==> config.mk <==
export PLATFORM = sky130hd
export DESIGN_NAME = thc_controller
export DESIGN_NICKNAME = d
export VERILOG_FILES = /design/src/rtl/thc_pkg.sv /design/src/rtl/thc_controller.sv
export SDC_FILE = /design/constraint.sdc
export NUM_CORES = 1
export LEC_CHECK = 0
export BUFFER_PORTS_ARGS = -buffer_cell sky130_fd_sc_hd__clkbuf_2
export CAP_MARGIN = 20
export CORE_MARGIN = 5
export CORE_UTILIZATION = 32
export CTS_CLUSTER_SIZE = 16
export DETAILED_ROUTE_END_ITERATION = 16
export PLACE_DENSITY = 0.54
export SYNTH_ARGS = -nofsm -noshare
export SYNTH_HDL_FRONTEND = slang
export SYNTH_SLANG_ARGS = --single-unit
==> constraint.sdc <==
create_clock -name clock -period 2.33 [get_ports clock]
set_input_delay 0.466 -clock clock [delete_from_list [all_inputs] [get_ports clock]]
set_output_delay 0.466 -clock clock [all_outputs]
set_load 0.05 [all_outputs]
==> src/rtl/thc_pkg.sv <==
// ----------------------------------------------------------------------------
// Texton histogram classifier package
// Shared widths, defaults, item codes and the controller/datapath interface.
// ----------------------------------------------------------------------------
package thc_pkg;

   // Defaults for the top-level parameters
   localparam int MAX_TEXTONS_DEF  = 32;
   localparam int PATCH_PIXELS_DEF = 25;
   localparam int COUNT_WIDTH_DEF  = 16;

   // Fixed field widths
   localparam int KIND_W = 2;
   localparam int TSEL_W = 5;
   localparam int ESEL_W = 5;
   localparam int CODE_W = 16;
   localparam int PIX_W  = 8;
   localparam int IDX_W  = 5;
   localparam int SUM_W  = 21;
   localparam int CFG_W  = 6;

   localparam logic [CFG_W-1:0] TEXTON_COUNT_RESET = 6'd30;
   localparam logic [SUM_W-1:0] SUM_MAX            = '1;

   typedef enum logic [KIND_W-1:0] {
      KIND_LOAD    = 2'd0,
      KIND_PIXEL   = 2'd1,
      KIND_READOUT = 2'd2
   } kind_type;

   localparam logic RESULT_CLASS = 1'b0;
   localparam logic RESULT_BIN   = 1'b1;

   // Commands from the controller to the datapath
   typedef struct packed {
      logic cb_write;    // write codebook word from the input item
      logic px_start;    // latch pixel, rewind the sweep
      logic sweep_step;  // issue reads for one texton
      logic sweep_done;  // last write-back of the sweep, advance position
      logic hist_read;   // read the winning bin
      logic bump;        // bump winning bin, load classification result
      logic rd_start;    // rewind the readout index
      logic rd_issue;    // read the bin at the readout index
      logic rd_emit;     // load one readout result, advance
   } cmd_type;

   // Status from the datapath to the controller
   typedef struct packed {
      logic sweep_end;   // sweep index at the last texton
      logic last_px;     // current pixel closes the patch
      logic rd_last;     // readout index at the last bin in use
      logic out_free;    // result register can take a new result
   } status_type;

endpackage

==> src/rtl/thc_controller.sv <==
// ----------------------------------------------------------------------------
// Texton histogram classifier controller
// Sequences codebook loads, per-pixel sweeps, bin bumps and readouts.
// ----------------------------------------------------------------------------
module thc_controller (
   input  logic                       clock,
   input  logic                       reset,
   input  logic                       req_valid,
   input  logic [thc_pkg::KIND_W-1:0] req_kind,
   output logic                       req_stall,
   output thc_pkg::cmd_type           cmd,
   input  thc_pkg::status_type        sts
);
   import thc_pkg::*;

   typedef enum logic [6:0] {
      ST_IDLE  = 7'b000_0001,
      ST_SWEEP = 7'b000_0010,
      ST_DRAIN = 7'b000_0100,
      ST_HREAD = 7'b000_1000,
      ST_HBUMP = 7'b001_0000,
      ST_RDISS = 7'b010_0000,
      ST_RDOUT = 7'b100_0000
   } state_type;

   state_type state_ff, state_in;
   logic      req_xfer;

   assign req_stall = (state_ff != ST_IDLE);
   assign req_xfer  = req_valid && !req_stall;

   always_comb begin
      state_in = state_ff;
      cmd      = '0;
      case (state_ff)
         ST_IDLE: begin
            if (req_xfer) begin
               case (req_kind)
                  KIND_LOAD: begin
                     cmd.cb_write = 1'b1;
                  end
                  KIND_PIXEL: begin
                     cmd.px_start = 1'b1;
                     state_in     = ST_SWEEP;
                  end
                  KIND_READOUT: begin
                     cmd.rd_start = 1'b1;
                     state_in     = ST_RDISS;
                  end
                  default: begin
                     // drop unused kind
                  end
               endcase
            end
         end
         ST_SWEEP: begin
            cmd.sweep_step = 1'b1;
            if (sts.sweep_end) begin
               state_in = ST_DRAIN;
            end
         end
         ST_DRAIN: begin
            cmd.sweep_done = 1'b1;
            state_in       = sts.last_px ? ST_HREAD : ST_IDLE;
         end
         ST_HREAD: begin
            cmd.hist_read = 1'b1;
            state_in      = ST_HBUMP;
         end
         ST_HBUMP: begin
            if (sts.out_free) begin
               cmd.bump = 1'b1;
               state_in = ST_IDLE;
            end
         end
         ST_RDISS: begin
            cmd.rd_issue = 1'b1;
            state_in     = ST_RDOUT;
         end
         ST_RDOUT: begin
            if (sts.out_free) begin
               cmd.rd_emit = 1'b1;
               state_in    = sts.rd_last ? ST_IDLE : ST_RDISS;
            end
         end
         default: begin
            state_in = ST_IDLE;
         end
      endcase
   end

   always_ff @(posedge clock) begin
      if (reset) begin
         state_ff <= ST_IDLE;
      end else begin
         state_ff <= state_in;
      end
   end

`ifndef SYNTHESIS
   a_close_goes_bump: assert property (@(posedge clock) disable iff (reset)
      ((state_ff == ST_DRAIN) && sts.last_px) |=> (state_ff == ST_HREAD))
      else $error("closing pixel did not lead to a bin bump");

   a_sweep_runs_out: assert property (@(posedge clock) disable iff (reset)
      ((state_ff == ST_SWEEP) && !sts.sweep_end) |=> (state_ff == ST_SWEEP))
      else $error("sweep left before the last texton");

   a_bump_waits: assert property (@(posedge clock) disable iff (reset)
      ((state_ff == ST_HBUMP) && !sts.out_free) |=> (state_ff == ST_HBUMP))
      else $error("bump left while result register busy");
`endif

endmodule

==> results of run 1 <==
cell usage after synthesis (2+ instances only):
| cell | instances | area [um^2] |
|---|---|---|
| sky130_fd_sc_hd__ha_1 | 3 | 37.5 |
| sky130_fd_sc_hd__nor4_1 | 5 | 31.3 |
| sky130_fd_sc_hd__buf_4 | 2 | 15.0 |
| sky130_fd_sc_hd__o21ai_0 | 2 | 10.0 |
| sky130_fd_sc_hd__nor3_1 | 2 | 10.0 |
| sky130_fd_sc_hd__nor2_1 | 9 | 33.8 |
| sky130_fd_sc_hd__nand2_1 | 2 | 7.51 |
| sky130_fd_sc_hd__a21oi_1 | 3 | 15.0 |
| sky130_fd_sc_hd__dfxtp_1 | 7 | 140 |
| sky130_fd_sc_hd__clkbuf_1 | 3 | 11.3 |
| sky130_fd_sc_hd__and3_1 | 4 | 25.0 |
| sky130_fd_sc_hd__and4b_1 | 2 | 20.0 |
| sky130_fd_sc_hd__inv_1 | 6 | 22.5 |
kinds of logic (layout without fill, tap and decap cells):
group / after synthesis / count (layout) / share of synthesized area (%)
fa+ha+maj: 3 / 3 / 6.87
flops: 7 / 7 / 25.6
xor+xnor: 2 / 2 / 3.20
buf+inv: 12 / 36 / 11.0
compound gates: 13 / 13 / 17.2
simple gates: 31 / 31 / 36.2
final cells by class:
type / count / area [um^2]
Sequential cell: 7 / 141
Timing Repair Buffer: 26 / 166
Multi-Input combinational cell: 49 / 377
Clock buffer: 4 / 26.3
Fill cell: 179 / 916
Tap cell: 17 / 21.3
Inverter: 6 / 22.5
final timing paths:
path,startpoint,endpoint
worst max-delay path,state_ff[2],cmd[0]
worst min-delay path,reset,state_ff[1]
worst min register to register,state_ff[4],state_ff[4]
worst max register to register,state_ff[1],state_ff[0]
metal layers:
| layer | wire length [um] | track usage [%] | vias to the layer above |
|---|---|---|---|
| li1 | - | - | 297 |
| met1 | 662 | 14.2 | 277 |
| met2 | 680 | 21.2 | 17 |
| met3 | 65 | 2.92 | 4 |
| met4 | 28 | 9.61 | 0 |
| met5 | 0 | 0 | - |
power groups by stage:
stage               combinational [mW]  sequential, mW  clock [mW]
global placement                 0.119           0.130           0
global route                     0.133           0.128       0.121
detailed placement               0.120           0.130           0
CTS                              0.121           0.127       0.115
finish                           0.121           0.127       0.108
floorplan                       0.0795           0.131           0
worst reg2reg max path: cells and delay by family (launching register included):
family                 cells  cell delay, ps
buffers and inverters      2             210
AOI/OAI and AO/OA          3            1110
DFF                        1             330
timing repair:
action | in CTS | in global routing
pin swaps | 0 | 0
resized for setup | 3 | 5
hold buffers | 0 | 0
setup endpoints to repair | 2 | 5
per-stage QoR:
| step | cell area, um^2 | hold WS, ps | instances | total power [mW] | setup TNS [ps] |
|---|---|---|---|---|---|
| 6_report | 754 | 440 | 109 | 0.356 | -36.0 |
| 5_1_grt | 754 | 447 | 109 | 0.381 | -98.1 |
| 4_1_cts | 747 | 431 | 109 | 0.363 | -66.4 |
| 3_5_place_dp | 709 | 665 | 105 | 0.250 | 0 |
| 3_3_place_gp | 709 | 661 | 105 | 0.249 | 0 |
| 2_1_floorplan | 576 | 538 | 68 | 0.210 | -22.6 |
==> metrics.txt, run 1 <==
# TYPE chip_impl_metric gauge
chip_impl_info{name="run_status",value="finished with violations"} 1
chip_impl_info{name="failed_checks",value="negative setup slack"} 1
chip_impl_metric{name="track_usage",unit="%"} 12.9
chip_impl_metric{name="max_cap_viol_count",unit=""} 0
chip_impl_metric{name="grt_pass1_vias",unit=""} 608
chip_impl_metric{name="post-route-util",unit="%"} 45.2
chip_impl_metric{name="p_per_area",unit="nW/um^2"} 471
chip_impl_info{name="timing.critical_path.to_type",value="output pin"} 1
chip_impl_metric{name="netlist_area",unit="um^2"} 547
chip_impl_info{name="mostFrequentLayoutCell",value="sky130_fd_sc_hd__clkbuf_2"} 1
chip_impl_metric{name="synth_cell_types",unit=""} 31
chip_impl_metric{name="critical_path_peak_fanout",unit=""} 3
chip_impl_metric{name="port_buffers",unit=""} 18
chip_impl_metric{name="floorplan.die_area",unit="um^2"} 2640
chip_impl_metric{name="netlist_instances",unit=""} 68
chip_impl_metric{name="detail_route.iter0.violations",unit=""} 6
chip_impl_info{name="largest_registers",value="state_ff: 7 flops"} 1
chip_impl_metric{name="dr.pass1.iters",unit=""} 4
chip_impl_metric{name="power_switching_share",unit="%"} 34.1
chip_impl_metric{name="worst_hold_path.num_cells",unit=""} 2
chip_impl_info{name="min-delay-path-class",value="input pin to flop"} 1
chip_impl_metric{name="synth_edf_count",unit=""} 0
chip_impl_metric{name="synth_fp_nets",unit=""} 80
chip_impl_metric{name="antenna_found_initial",unit=""} 0
chip_impl_info{name="timing.critical_path.from_type",value="flop"} 1
chip_impl_metric{name="max-slew-margin-rel",unit="%"} 63.7
chip_impl_metric{name="numCtsBuffers",unit=""} 3
chip_impl_metric{name="postCtsSetupRepairBufs",unit=""} 0
chip_impl_metric{name="routabilityCongestion",unit=""} 0.805
chip_impl_metric{name="grt-ovfl-total",unit=""} 0
chip_impl_metric{name="pin_count_of_the_biggest_net_entering_global_routing",unit=""} 10
chip_impl_info{name="cpMaxStageDelayCell",value="sky130_fd_sc_hd__or4_4"} 1
chip_impl_metric{name="hpwlAfterDp",unit="mm"} 1.20
chip_impl_metric{name="post_synth.cell_area_avg",unit="um^2"} 8.04
chip_impl_info{name="crit_type",value="flop to output pin"} 1
chip_impl_info{name="grt_setup_unrepaired",value="yes"} 1
chip_impl_metric{name="max_slew.worst_pin.slew",unit="ps"} 531
chip_impl_info{name="layout.cells.most_common_list",value="sky130_fd_sc_hd__clkbuf_2, sky130_fd_sc_hd__nor2_1, sky130_fd_sc_hd__buf_4"} 1
chip_impl_metric{name="wl_per_cell",unit="um"} 13.2
chip_impl_metric{name="largest_register_ff_count",unit=""} 7
chip_impl_metric{name="max_freq",unit="MHz"} 423
chip_impl_metric{name="cellLeakagePower",unit="nW"} 0.365
chip_impl_metric{name="synth-async-reset-ratio",unit="%"} 0
chip_impl_metric{name="flip_flop_and_latch_count_after_synthesis",unit=""} 7
chip_impl_metric{name="ant_nets",unit=""} 0
chip_impl_metric{name="num-nets-final",unit=""} 105
chip_impl_metric{name="final_critical_path_setup_slack",unit="ps"} -36.0
chip_impl_metric{name="clk_pin_slew",unit="ps"} 50
chip_impl_metric{name="power_frac_seq",unit="%"} 35.8
chip_impl_metric{name="insertedDiodeCount",unit=""} 0
chip_impl_metric{name="critical_path.max_stage_delay",unit="ps"} 550
chip_impl_metric{name="critical_path_buf_inv_count",unit=""} 1
chip_impl_metric{name="min_period_over_period",unit="%"} 102
chip_impl_metric{name="combinationalPowerShare",unit="%"} 34.0
chip_impl_metric{name="fp-row-count",unit=""} 15
chip_impl_metric{name="clock_latency",unit="ps"} 250
chip_impl_metric{name="p_int",unit="uW"} 234
chip_impl_metric{name="finalHoldViolCount",unit=""} 0
chip_impl_metric{name="route.final.wire_length",unit="mm"} 1.44
chip_impl_info{name="clk_root_buffer_cell",value="sky130_fd_sc_hd__clkbuf_4"} 1
chip_impl_metric{name="core_area",unit="um^2"} 1670
chip_impl_metric{name="post-route-min-period",unit="ps"} 2370
chip_impl_info{name="yosys_most_used_dff",value="sky130_fd_sc_hd__dfxtp_1"} 1
chip_impl_metric{name="ys.warnings.count",unit=""} 0
chip_impl_metric{name="route.detailed.vias_per_inst",unit=""} 5.46
chip_impl_metric{name="worst_ir_drop_vdd",unit="mV"} 0.224
chip_impl_metric{name="critical_path_arrival",unit="ps"} 1900
chip_impl_metric{name="yosysSeqAreaShare",unit="%"} 25.6
chip_impl_metric{name="worst-path-stages",unit=""} 4
chip_impl_info{name="clock_tree_from_tritoncts",value="built"} 1
chip_impl_info{name="critical_path.cell_chain",value="or4_4 -> or4b_4 -> nor2_4 -> buf_8"} 1
chip_impl_metric{name="finalSetupViolations",unit=""} 1
chip_impl_metric{name="remaining_drc_errors",unit=""} 0
chip_impl_metric{name="numClockSinks",unit=""} 7
chip_impl_metric{name="fin_skew",unit="ps"} 1.39
chip_impl_metric{name="setup.reg_to_reg.worst_slack",unit="ps"} 540
chip_impl_metric{name="cts-root-to-sink-buffers",unit=""} 2
chip_impl_metric{name="power.net_switching",unit="uW"} 121
chip_impl_metric{name="fp.dieH",unit="um"} 51.3
chip_impl_metric{name="initial_utilization",unit="%"} 32.7
chip_impl_metric{name="area_overhead_vs_synth",unit="%"} 38.0
chip_impl_metric{name="die_w",unit="um"} 51.3
chip_impl_info{name="max_flop_register",value="state_ff"} 1
chip_impl_metric{name="route.vias.total",unit=""} 595
chip_impl_metric{name="cp_data_required_time",unit="ps"} 1860
chip_impl_metric{name="drive_above_1_share",unit="%"} 42.4
chip_impl_metric{name="io_pins",unit=""} 19
chip_impl_metric{name="htreeDepth",unit=""} 1
chip_impl_metric{name="maxSlewViolCount",unit=""} 0
chip_impl_metric{name="dpl_worst_slack",unit="ps"} 125
chip_impl_metric{name="worstRegToRegCells",unit=""} 5
chip_impl_metric{name="global_route_wire_length_before_repair",unit="mm"} 2.55
chip_impl_info{name="critical_path.top_delay_family",value="simple AND/OR/NAND/NOR gates"} 1
chip_impl_metric{name="clkPwrFrac",unit="%"} 30.2
Note: power is estimated with default switching activity, not from simulation.
==> run 2: changes to the inputs <==
==> constraint.sdc (replaced) <==
create_clock -name clock -period 2.69 [get_ports clock]
set_input_delay 0.538 -clock clock [delete_from_list [all_inputs] [get_ports clock]]
set_output_delay 0.538 -clock clock [all_outputs]
set_load 0.05 [all_outputs]
==> run 2 against run 1 <==
  * The flow now finishes without violations
  * Sequential share of layout area is 2.4 points higher
  * Combinational power is 32% lower
  * Via count is 10% lower
  * Critical endpoint unchanged
  * Largest cell class unchanged
  * Largest power group unchanged
==> metrics.txt, run 2 (synthesis gave the netlist of run 1 again) <==
# TYPE chip_impl_metric gauge
chip_impl_info{name="run_status",value="complete, no violations"} 1
chip_impl_metric{name="multiInputGateArea",unit="um^2"} 359
chip_impl_info{name="timing.critical_path.to_type",value="output pin"} 1
chip_impl_metric{name="io_pins",unit=""} 19
chip_impl_info{name="grt_setup_unrepaired",value="no"} 1
chip_impl_metric{name="port_buffers",unit=""} 18
chip_impl_metric{name="num-nets-final",unit=""} 97
chip_impl_metric{name="clock_latency",unit="ps"} 250
chip_impl_metric{name="wl_per_cell",unit="um"} 12.5
chip_impl_metric{name="route.final.wire_length",unit="mm"} 1.26
chip_impl_metric{name="numCtsBuffers",unit=""} 3
chip_impl_metric{name="power.net_switching",unit="uW"} 101
chip_impl_metric{name="p_per_area",unit="nW/um^2"} 443
chip_impl_metric{name="power_switching_share",unit="%"} 34.4
chip_impl_metric{name="clk_pin_slew",unit="ps"} 50
chip_impl_metric{name="floorplan.die_area",unit="um^2"} 2640
chip_impl_metric{name="routabilityCongestion",unit=""} 0.940
chip_impl_info{name="largest_registers",value="state_ff: 7 flops"} 1
chip_impl_metric{name="clkPwrFrac",unit="%"} 32.1
chip_impl_metric{name="critical_path_buf_inv_count",unit=""} 1
chip_impl_metric{name="numClockSinks",unit=""} 7
chip_impl_info{name="critical_path.top_delay_family",value="simple AND/OR/NAND/NOR gates"} 1
chip_impl_metric{name="hpwlAfterDp",unit="mm"} 1.03
chip_impl_metric{name="dr.pass1.iters",unit=""} 4
chip_impl_metric{name="area_overhead_vs_synth",unit="%"} 21.1
chip_impl_metric{name="max_slew.worst_pin.slew",unit="ps"} 651
chip_impl_metric{name="combinationalPowerShare",unit="%"} 27.9
chip_impl_info{name="min-delay-path-class",value="input pin to flop"} 1
chip_impl_metric{name="critical_path_peak_fanout",unit=""} 9
chip_impl_metric{name="core_area",unit="um^2"} 1670
chip_impl_metric{name="finalSetupViolations",unit=""} 0
chip_impl_info{name="crit_type",value="flop to output pin"} 1
chip_impl_metric{name="track_usage",unit="%"} 10.9
chip_impl_metric{name="grt-ovfl-total",unit=""} 0
chip_impl_info{name="timing.critical_path.from_type",value="flop"} 1
chip_impl_metric{name="antenna_found_initial",unit=""} 0
chip_impl_metric{name="finalSetupTns",unit="ps"} 0
chip_impl_metric{name="max_freq",unit="MHz"} 388
chip_impl_metric{name="total_power",unit="uW"} 293
chip_impl_metric{name="ant_nets",unit=""} 0
chip_impl_metric{name="max_cap_viol_count",unit=""} 0
chip_impl_metric{name="seq_area",unit="um^2"} 140
chip_impl_metric{name="route.detailed.vias_per_inst",unit=""} 5.30
chip_impl_metric{name="fp.dieH",unit="um"} 51.3
chip_impl_metric{name="route.vias.total",unit=""} 535
chip_impl_metric{name="pin_count_of_the_biggest_net_entering_global_routing",unit=""} 11
chip_impl_metric{name="min_period_over_period",unit="%"} 95.8
chip_impl_metric{name="postCtsSetupRepairBufs",unit=""} 0
chip_impl_info{name="critical_path.cell_chain",value="or4_4 -> or4b_4 -> nor2_1 -> clkbuf_4"} 1
chip_impl_metric{name="global_route_wire_length_before_repair",unit="mm"} 2.17
chip_impl_metric{name="cp_data_required_time",unit="ps"} 2150
chip_impl_metric{name="initial_utilization",unit="%"} 32.7
chip_impl_metric{name="finalHoldViolCount",unit=""} 0
chip_impl_metric{name="post-route-min-period",unit="ps"} 2580
chip_impl_metric{name="insertedDiodeCount",unit=""} 0
chip_impl_metric{name="critical_path.max_stage_delay",unit="ps"} 570
chip_impl_metric{name="max-slew-margin-rel",unit="%"} 56.2
chip_impl_metric{name="drive_above_1_share",unit="%"} 33.3
chip_impl_metric{name="critical_path_arrival",unit="ps"} 2040
chip_impl_metric{name="htreeDepth",unit=""} 1
chip_impl_metric{name="largest_register_ff_count",unit=""} 7
chip_impl_info{name="mostFrequentLayoutCell",value="sky130_fd_sc_hd__clkbuf_2"} 1
chip_impl_info{name="max_flop_register",value="state_ff"} 1
chip_impl_metric{name="worst_ir_drop_vdd",unit="mV"} 0.225
chip_impl_metric{name="fin_skew",unit="ps"} 5.28
chip_impl_metric{name="maxSlewViolCount",unit=""} 0
chip_impl_info{name="clk_root_buffer_cell",value="sky130_fd_sc_hd__clkbuf_4"} 1
chip_impl_info{name="cpMaxStageDelayCell",value="sky130_fd_sc_hd__or4_4"} 1
chip_impl_metric{name="cts-root-to-sink-buffers",unit=""} 2
chip_impl_info{name="clock_tree_from_tritoncts",value="built"} 1
chip_impl_metric{name="fp-row-count",unit=""} 15
chip_impl_metric{name="p_int",unit="uW"} 193
chip_impl_metric{name="grt_pass1_vias",unit=""} 515
chip_impl_metric{name="num-fill-cells",unit=""} 185
chip_impl_metric{name="remaining_drc_errors",unit=""} 0
chip_impl_metric{name="power_frac_seq",unit="%"} 40.0
chip_impl_metric{name="detail_route.iter0.violations",unit=""} 6
chip_impl_metric{name="cellLeakagePower",unit="nW"} 0.319
chip_impl_metric{name="die_w",unit="um"} 51.3
chip_impl_info{name="layout.cells.most_common_list",value="sky130_fd_sc_hd__clkbuf_2, sky130_fd_sc_hd__nor2_1, sky130_fd_sc_hd__dfxtp_1"} 1
## run 2: cell types whose count changed in the layout (fill, tap and decap cells not counted), sizes merged
cell / previous run / this run
clkbuf: 20 / 22
buf: 10 / 0
## run 2: per-layer routing
metal	vias to the layer above	routed length (um)	track usage, %
li1	282	-	-
met1	239	575	13.7
met2	14	627	17.0
met3	0	61	1.46
met4	0	0	7.86
met5	-	0	0
## run 2: repair_timing
item	in CTS	in global routing
resized for setup	0	2
endpoints found under the hold margin	0	0
hold buffers	0	0
setup endpoints to repair	0	1
## run 2: area by class of cell
class | count | area share (%)
multi-input combinational | 49 | 54.3
sequential | 7 | 21.2
timing repair buffer | 18 | 14.0
clock buffer | 4 | 3.97
inverter | 6 | 3.40
tap | 17 | 3.21
## run 2: metrics by stage
step | setup WS [ps] | std cells | hold WS [ps] | util, % | cell area [um^2]
floorplan | 42.3 | 68 | 581 | - | 559
CTS | 52.5 | 101 | 508 | 39.5 | 659
global placement | 350 | 97 | 644 | 37.9 | 633
finish | 113 | 101 | 517 | 39.6 | 662
global route | 7.59 | 101 | 524 | 39.6 | 662
detailed placement | 336 | 97 | 650 | 37.9 | 633
## run 2: worst paths after layout
check / slack, ps / startpoint / end / cells after the start
setup reg to reg: 700 / state_ff[2] / state_ff[2] / 4
hold / removal: 520 / reset / state_ff[1] / 2
setup / recovery: 110 / state_ff[2] / cmd[0] / 4
hold reg to reg: 650 / state_ff[4] / state_ff[4] / 2
## run 2: power groups by stage
stage | clock, mW | combinational (mW) | sequential, mW
final | 0.0942 | 0.0818 | 0.118
after global routing | 0.105 | 0.0908 | 0.119
after CTS | 0.0984 | 0.0828 | 0.117
after detailed placement | 0 | 0.0820 | 0.120
after global placement | 0 | 0.0831 | 0.119
after floorplan | 0 | 0.0675 | 0.113
